<file path="config.mk">
export PLATFORM = sky130hd
export DESIGN_NAME = mpr_peer_table
export DESIGN_NICKNAME = d
export VERILOG_FILES = /design/src/rtl/mpr_pkg.sv /design/src/rtl/mpr_peer_table.sv
export SDC_FILE = /design/constraint.sdc
export NUM_CORES = 1
export LEC_CHECK = 0
export BUFFER_PORTS_ARGS = -buffer_cell sky130_fd_sc_hd__buf_2
export CORE_MARGIN = 1
export CORE_UTILIZATION = 56
export CTS_CLUSTER_SIZE = 8
export DETAILED_ROUTE_END_ITERATION = 8
export PLACE_DENSITY = 0.73
export REMOVE_ABC_BUFFERS = 1
export SLEW_MARGIN = 0
export SYNTH_ARGS = -nofsm -noshare
export SYNTH_HDL_FRONTEND = slang
export SYNTH_SLANG_ARGS = --single-unit
export TNS_END_PERCENT = 20
</file>
<file path="constraint.sdc">
create_clock -name i_clk -period 4.76 [get_ports i_clk]
set_input_delay 1.19 -clock i_clk [delete_from_list [all_inputs] [get_ports i_clk]]
set_output_delay 1.19 -clock i_clk [all_outputs]
set_load 0.05 [all_outputs]
</file>
<file path="src/rtl/mpr_pkg.sv">
// Shared types and constants for the multi-peer reorder receiver.
package mpr_pkg;

    localparam int MAX_PEERS   = 8;
    localparam int SEQ_SPACE   = 64;
    localparam int MAX_PAYLOAD = 512;

    localparam int KEY_W  = 48;
    localparam int SEQ_W  = 7;
    localparam int TAG_W  = 16;
    localparam int LEN_W  = 10;
    localparam int KIND_W = 3;
    localparam int PEER_W = (MAX_PEERS > 1) ? $clog2(MAX_PEERS) : 1;
    localparam int CNT_W  = $clog2(MAX_PEERS + 1);
    localparam int IDX_W  = $clog2(SEQ_SPACE);
    localparam int ADDR_W = PEER_W + IDX_W;
    localparam int DESC_W = LEN_W + TAG_W;

    localparam int IN_W     = KEY_W + SEQ_W + TAG_W + LEN_W;
    localparam int IN_BYTES = (IN_W + 7) / 8;
    localparam int OUT_W     = PEER_W + SEQ_W + TAG_W + LEN_W;
    localparam int OUT_BYTES = (OUT_W + 7) / 8;

    localparam logic [KIND_W-1:0] KIND_RELEASE = 3'd0;
    localparam logic [KIND_W-1:0] KIND_ACK     = 3'd1;
    localparam logic [KIND_W-1:0] KIND_CLOSED  = 3'd2;
    localparam logic [KIND_W-1:0] KIND_FULL    = 3'd3;
    localparam logic [KIND_W-1:0] KIND_RANGE   = 3'd4;

    localparam logic [SEQ_W-1:0] SEQ_END = '1;

    typedef enum logic [2:0] {
        ST_IDLE,
        ST_LOOK,
        ST_RDROW,
        ST_PROC,
        ST_SCAN,
        ST_DRDAT,
        ST_ACK,
        ST_SINGLE
    } t_state;

    typedef struct packed {
        logic              hit;
        logic              full;
        logic [PEER_W-1:0] idx;
        logic [CNT_W-1:0]  count;
    } t_lookup;

endpackage

</file>
<file path="src/rtl/mpr_peer_table.sv">
// Peer key table: parallel key match and slot allocation.
module mpr_peer_table (
    input  logic                      i_clk,
    input  logic                      i_rst_n,
    input  logic [mpr_pkg::KEY_W-1:0] i_key,
    input  logic                      i_alloc,
    output mpr_pkg::t_lookup          o_lk
);
    import mpr_pkg::*;

    logic [KEY_W-1:0] r_keys [MAX_PEERS];
    logic [CNT_W-1:0] r_count;

    always_comb begin
        o_lk       = '0;
        o_lk.count = r_count;
        o_lk.full  = (r_count == CNT_W'(MAX_PEERS));
        o_lk.idx   = r_count[PEER_W-1:0];
        for (int i = MAX_PEERS - 1; i >= 0; i--) begin
            if ((CNT_W'(i) < r_count) && (r_keys[i] == i_key)) begin
                o_lk.hit = 1'b1;
                o_lk.idx = PEER_W'(i);
            end
        end
    end

    always_ff @(posedge i_clk) begin
        if (!i_rst_n) begin
            r_count <= '0;
        end else if (i_alloc) begin
            r_count <= r_count + CNT_W'(1);
        end
    end

    always_ff @(posedge i_clk) begin
        if (i_alloc) begin
            r_keys[r_count[PEER_W-1:0]] <= i_key;
        end
    end

`ifndef ASSERT_OFF
    a_no_alloc_full: assert property (@(posedge i_clk) disable iff (!i_rst_n)
        i_alloc |-> (r_count < CNT_W'(MAX_PEERS)))
        else $error("allocation with full table");
    a_count_bound: assert property (@(posedge i_clk) disable iff (!i_rst_n)
        r_count <= CNT_W'(MAX_PEERS))
        else $error("peer count overflow");
    a_alloc_step: assert property (@(posedge i_clk) disable iff (!i_rst_n)
        i_alloc |=> (r_count == $past(r_count) + CNT_W'(1)))
        else $error("peer count did not advance");
`endif

endmodule

</file>
Word-level counts from Yosys, hierarchy flattened --
Memory sizes are Yosys's and may differ from the RTL's. Index checks and enable logic that the tools add are counted.
Word-level totals: register bits 4, latch bits 0, RAM bits 384, memory bits (read-only) 0, bits of input ports 51, output and inout bits 9, logic and storage cells 46, memories kept 1
Memory list:
- r_keys | words 8, bits a word 48, read ports 8, clocked after memory_dff 0, write ports 1, RTL line mpr_peer_table.sv:11 | logic [KEY_W-1:0] r_keys [MAX_PEERS];
Cells by class: add/subtract/negate cells 1, multipliers 0, div/mod/pow operators 0, magnitude comparators 8, eq/ne operators 9, shifts and indexed selects 0, mux-type cells 18, bitwise gates (word level) 0, reductions and logical operators 8
Operators by type and width (number):
- $eq A48 B48 Y1 | 8
- $mux W3 | 8
- $lt A3 B4 Y1 const A | 4
- $mux W1 | 10
- $logic_and A1 B1 Y1 | 8
- $lt A1 B4 Y1 const A | 2
- $lt A2 B4 Y1 const A | 2
- $add A4 B1 Y4 const B | 1
- $eq A4 B4 Y1 const B | 1

Depth between registers and ports, before layout --
Gate-level depths: netlist of run 1.
depth after elaboration 10, gate-level depth with buffers 11, mapped depth without buffers 10

Worst setup path before layout of run 1 --
No wires, ideal clock.
path kind input to register, from input i_alloc, to memory r_keys[1][0], enable pin, library setup time 513 ps, arrival 4576 ps, required time 4247 ps, slack -329 ps, cell stages on the path 2, path buffers 0, cells stage by stage nand2_1 nor3_1
Between the ends: longest elaborated chain between the ends 2
RTL lines:
- from (decl) | RTL line mpr_peer_table.sv:6 | input logic i_alloc,
- $mux W1 | RTL line mpr_peer_table.sv:36 | if (i_alloc) begin
- $mux W1 (implied by the code) | RTL line mpr_peer_table.sv:37 | r_keys[r_count[PEER_W-1:0]] <= i_key;
- to (decl) | RTL line mpr_peer_table.sv:11
Every way passes these cells.

==> run metrics, run 1 <==
status finished clean; setup TNS 0 ps; grt total ovfl 0; Min-Delay Startpoint r_count[0]$_SDFFE_PN0P_; YS warnings 0; crit path launch type input pin; Filler cells 1891; Setup Skew 20.9 ps; RSZ-0062 raised after global routing true; clk root buf clkbuf_16; Worst VDD drop 0.334 mV; vias in the first global route 9623; DRT iter0 DRCs 951; critical path data required time 3570 ps; TritonCTS clock tree done; worst setup path start i_key[2]; die area 0.0301 mm2; Routed Antenna Nets 0; Netlist cell types 42; gpl congestion 0.907; Worst Setup Path Type input pin to primary output; max_cap viols 0; fin crit share 98.9%; Die X-Extent 173 um; Starting Density 57.2%; most frequent CP cell a21boi_1; Placed Cells 1582; Hold Path Class register to register; first-pass GRT wire length 61.9 mm; Vias per Instance 5.85; vias 9655; CTS max path bufs 3; GRT Total Usage 28.3%; Final Hold Viols 0; HPWL Detailed 28.4 mm; Setup violations, final 0; FF+latch count, synth 388; Tmin final 4710 ps; crit-path max cell delay 520 ps; WL final 41.8 mm; Worst Path Arrival 3520 ps; synthesized area 0.0165 mm2; Post-DP Area 0.0184 mm2; WL/cell 25.3 um; register area share after synthesis 70.5%; DRC 0; worst-skew pair later-pin latency 550 ps; CTS Buf Count 54; FMAX 0.212 GHz; CP Max Fanout 6; antenna violations before repair 3; port bufs 59; CTS H-tree lvls 2; final design utilization 69.5%; Synth Instances 1034; Sinks on Clock Net 388; cts hold-fix bufs 0; layout cell share with drive strength beyond 1 24.2%; Avg Inst Size Synth 15.9 um2; Slowest-stage cell, CP or4_4; Std-Cell Rows 62; pin count of the biggest net entering global routing 49; final instance area 0.0200 mm2; drt first pass iters 5; total power draw 7.84 mW; worst r2r src r_count[2]$_SDFFE_PN0P_; leakage 6.93 nW; Bufs and invs on worst path 3; Slew @ Worst Pin 957 ps; post-route insts no fill 1651; Core Footprint 0.0288 mm2; area grow syn2layout 21.5%; NumNets Final 1307; die height 173 um; Worst setup EP type primary output; Pwr Density 392 mW/mm2; crit path cell chain buf_2 > xnor2_2 > nand4_1 > nor4_2 > nand3_1 > or4_4 > a21boi_1 > o21ai_1 > a21boi_1 > buf_4 > buf_6; Post CTS Setup Buffer Count 0; Top delay family on crit path simple AND/OR/NAND/NOR gates; final slew viol count 0; Slew HR 36.0%; register clock-pin slew on the reported worst setup and hold paths 50 ps; IO Count 60
## stage by stage
stage | setup slack, ps | hold slack (ps)
floorplan | -329 | 733
global placement | -145 | 511
detailed placement | -158 | 529
CTS | -3.99 | 537
global route | -21.6 | 585
finish | 52.8 | 552
## layout make-up
cell class              instances  area, um2  share of cell area (%)
diodes                          1       2.50                  0.0125
clock buffers                  66       1420                    7.09
clock inverters                 2       38.8                   0.194
inverters                      29        109                   0.544
multi-input cells             566       4670                    23.4
flip-flops and latches        388      11600                    58.0
well taps                     384        480                    2.40
repair buffers                215       1670                    8.37
## registers in the layout, indices dropped and copies added, names as in the netlist
name	count
r_keys	384
r_count	4
## layout by cell type, fill, tap and decap left out, drive strengths merged
cell type and count:
a22o 1, a2111oi 3, nor4b 1, a21boi 4
nor4 56, o2bb2ai 3, diode 1, a2111o 2
a222oi 1, or4 2, inv 30, dfxtp 4
o221ai 2, a221oi 5, xnor2 175, mux2i 1
nand2 14, nor3 6, xor2 182, a21oi 4
bufinv 1, nand3 9, nor2b 11, clkbuf 70
o22ai 12, nand4 49, ha 2, and2 3
nand2b 1, and3 3, edfxtp 384, nor2 8
o21ai 4, buf 211, o311ai 2
## path summary, 6_finish.rpt
check                            endpoint  slack [ps]  cells past startpoint
hold / removal    r_count[0]$_SDFFE_PN0P_         550                      2
hold reg to reg   r_count[0]$_SDFFE_PN0P_         550                      2
setup reg to reg  r_keys[2][28]$_DFFE_PP_        2080                      4
setup / recovery                  o_lk[4]          50                     11
## metal layers
layer / GRT usage, % / up-vias / routed length, um
met5: 0 / - / 0
met4: 7.49 / 0 / 921
met3: 5.26 / 65 / 3820
met2: 44.0 / 516 / 19500
met1: 41.5 / 4852 / 17500
li1: - / 4222 / -
## cells in the mapped netlist (all sizes together)
master   number  share of area, %
nor4b         1             0.053
and2          3              0.11
or4           2             0.091
o22ai        12              0.46
nand4        49               1.9
a2111oi       3              0.16
nor4         56               2.2
nor3          6              0.18
nand2        14              0.32
o311ai        2              0.11
xnor2       175               9.4
xor2        182               9.7
o21ai         4              0.12
a22o          1             0.053
o2bb2ai       3              0.16
o221ai        2              0.11
buf          39               1.5
nor2          8              0.18
ha            2              0.15
a2111o        2              0.14
nand2b        1             0.038
a221oi        5              0.27
mux2i         1             0.061
nor2b        11              0.46
clkbuf       12              0.27
edfxtp      384                70
and3          3              0.11
inv          29              0.66
nand3         9              0.27
a222oi        1             0.061
a21oi         4              0.12
a21boi        4              0.21
dfxtp         4              0.49
## report_power, final
group	internal, mW	switching, mW	leakage, nW
sequential	3.84	0.0282	3.52
clock	2.09	1.29	0.709
combinational	0.235	0.356	2.70
## cell families (layout without fill, tap and decap cells)
logic type | Yosys count | after routing | share of synthesized area [%]
muxes | 1 | 1 | 0.0608
DFF | 388 | 388 | 70.5
buffers and inverters | 80 | 312 | 2.42
AOI/OAI and AO/OA | 43 | 43 | 1.95
adders and majority gates | 2 | 2 | 0.152
xor gates and xnor gates | 357 | 357 | 19.0
and+or+nand+nor | 163 | 163 | 5.86
other | 0 | 1 | 0
## what timing repair did
| item | CTS | global route |
|---|---|---|
| endpoints found under the setup margin | 4 | 4 |
| pin swaps | 1 | 6 |
| gates resized for setup | 10 | 33 |
## tightest hold or removal path, cell delays in order, from the launching register on
cell and delay [ps]:
dfxtp_1 350, nand2b_1 80, a21boi_0 80
(Power assumes the default switching activity.)
==> inputs of run 2 (changes only) <==
--- a/config.mk
+++ b/config.mk
@@ -12,6 +12,7 @@
 export DETAILED_ROUTE_END_ITERATION = 8
 export PLACE_DENSITY = 0.73
 export REMOVE_ABC_BUFFERS = 1
+export SETUP_SLACK_MARGIN = 0.1
 export SLEW_MARGIN = 0
 export SYNTH_ARGS = -nofsm -noshare
 export SYNTH_HDL_FRONTEND = slang
==> run 2 against run 1 <==
Against the previous run: combinational power rose by 3%; final area rose by 0.74%; sequential share of layout area fell by 0.43 points; count of clock-buffer cells in the layout did not move; worst hold slack got worse by 13 ps; largest cell class unchanged; sequential cell count did not move.
==> run metrics, run 2 (synthesis results as in run 1) <==
status finished clean; NetSw 1.68 mW; leakage 7.01 nW; pin count of the biggest net entering global routing 49; final slew viol count 0; DRT iter0 DRCs 1076; vias 9591; cts hold-fix bufs 0; die area 0.0301 mm2; gpl congestion 0.907; Filler cells 1885; Worst Setup Path Type input pin to primary output; final instance area 0.0202 mm2; fin worst setup slack 71.5 ps; fin crit share 98.5%; Setup violations, final 0; CTS Buf Count 54; Fin Hold WS 538 ps; Top delay family on crit path simple AND/OR/NAND/NOR gates; post-route insts no fill 1651; Final Hold Viols 0; Worst Path Arrival 3500 ps; Slew @ Worst Pin 959 ps; Die X-Extent 173 um; Comb power frac 7.7%; crit path cell chain buf_12 > xnor2_4 > nand4_1 > nor4_2 > nand3_1 > or4_4 > a21boi_2 > o21ai_1 > a21boi_1 > buf_4 > buf_8; critical path data required time 3570 ps; Pint 6.18 mW; Bufs and invs on worst path 3; Core Footprint 0.0288 mm2; most common cell after layout, fill and taps aside edfxtp_1; die height 173 um; register clock-pin slew on the reported worst setup and hold paths 50 ps; NumNets Final 1307; switching share of power 21.4%; Pwr Density 390 mW/mm2; IO Count 60; RSZ-0062 raised after global routing true; crit path launch type input pin; Slowest-stage cell, CP or4_4; Worst setup EP type primary output; Seq pwr share 49.2%; DRC 0; Starting Density 57.2%; TritonCTS clock tree done; vias in the first global route 9651; FMAX 0.213 GHz; area grow syn2layout 22.4%; Hold Path Class register to register; WL/cell 25.5 um; grt total ovfl 0; Slew HR 35.9%; setup TNS 0 ps; most frequent cells in the layout edfxtp_1, xor2_1, xnor2_1; HPWL Detailed 28.4 mm; Post-DP Area 0.0184 mm2; port bufs 59; CP Max Fanout 4; first-pass GRT wire length 62.2 mm; clk root buf clkbuf_16; antenna violations before repair 3; Sinks on Clock Net 388; pre-CTS worst setup slack -158 ps; Placed Cells 1582; CTS H-tree lvls 2; layout cell share with drive strength beyond 1 25.1%; Routed Antenna Nets 0; WL final 42.0 mm; drt first pass iters 5; max_cap viols 0; Worst VDD drop 0.334 mV; GRT Total Usage 28.4%; clock power share 43.1%; Std-Cell Rows 62; max reg flops 384; CTS max path bufs 3; Setup Skew 18.8 ps; Vias per Instance 5.81; crit-path max cell delay 540 ps; worst-skew pair later-pin latency 560 ps; Tmin final 4690 ps
-- run 2: changes by cell type in the layout (fill, tap and decap cells not counted), moves of 2 or more --
cell and change:
buf_8 +2, xnor2_1 -12, nor4_2 -3, xnor2_2 +11, buf_6 +6, buf_2 -8, nor4_1 +3
-- run 2: path summary, 6_finish.rpt --
path / slack (ps) / start / cells past startpoint / endpoint
hold / removal: 540 / r_count[0]$_SDFFE_PN0P_ / 2 / r_count[0]$_SDFFE_PN0P_
setup reg to reg: 2100 / r_count[2]$_SDFFE_PN0P_ / 4 / r_keys[2][28]$_DFFE_PP_
hold reg to reg: 540 / r_count[0]$_SDFFE_PN0P_ / 2 / r_count[0]$_SDFFE_PN0P_
setup / recovery: 70 / i_key[34] / 11 / o_lk[4]
-- run 2: area by class of cell --
| type | instances | area (um2) | share of cell area [%] |
|---|---|---|---|
| tap | 384 | 480 | 2.38 |
| inverter | 29 | 109 | 0.540 |
| antenna | 1 | 2.50 | 0.0124 |
| multi-input combinational | 566 | 4760 | 23.6 |
| sequential | 388 | 11600 | 57.6 |
| clock inverter | 2 | 38.8 | 0.192 |
| timing repair buffer | 215 | 1730 | 8.59 |
| clock buffer | 66 | 1420 | 7.03 |
-- run 2: repair_timing --
item,4_1_cts,5_1_grt
cloned,0,0
pin swaps,8,18
gates resized for setup,30,47
setup endpoints to repair,4,4
buffers inserted,0,1
-- run 2: power by group through the flow --
stage | sequential [mW] | clock [mW] | combinational, mW
after floorplan | 3.93 | 0 | 0.208
after global routing | 3.87 | 3.57 | 0.640
after CTS | 3.87 | 3.42 | 0.586
after detailed placement | 3.93 | 0 | 0.570
final | 3.87 | 3.39 | 0.605
after global placement | 3.93 | 0 | 0.561
-- run 2: routing by layer --
layer / vias to the layer above / wire length (um) / global-route usage, %
met5: - / 0 / 0
met4: 0 / 792 / 7.30
met3: 59 / 3810 / 4.96
met2: 466 / 19800 / 44.4
met1: 4843 / 17600 / 41.7
li1: 4223 / - / -
-- run 2: worst reg2reg max path: stages, from the launching register on --
cell     delay [ps]
dfxtp_1         510
inv_1           310
nand2_1         180
nor2_4          800
buf_4           490
-- run 2: stage by stage --
step	power [mW]	util, %
floorplan	4.14	-
global placement	4.49	63.8
detailed placement	4.50	63.8
CTS	7.87	69.3
global route	8.07	70.0
finish	7.86	70.0
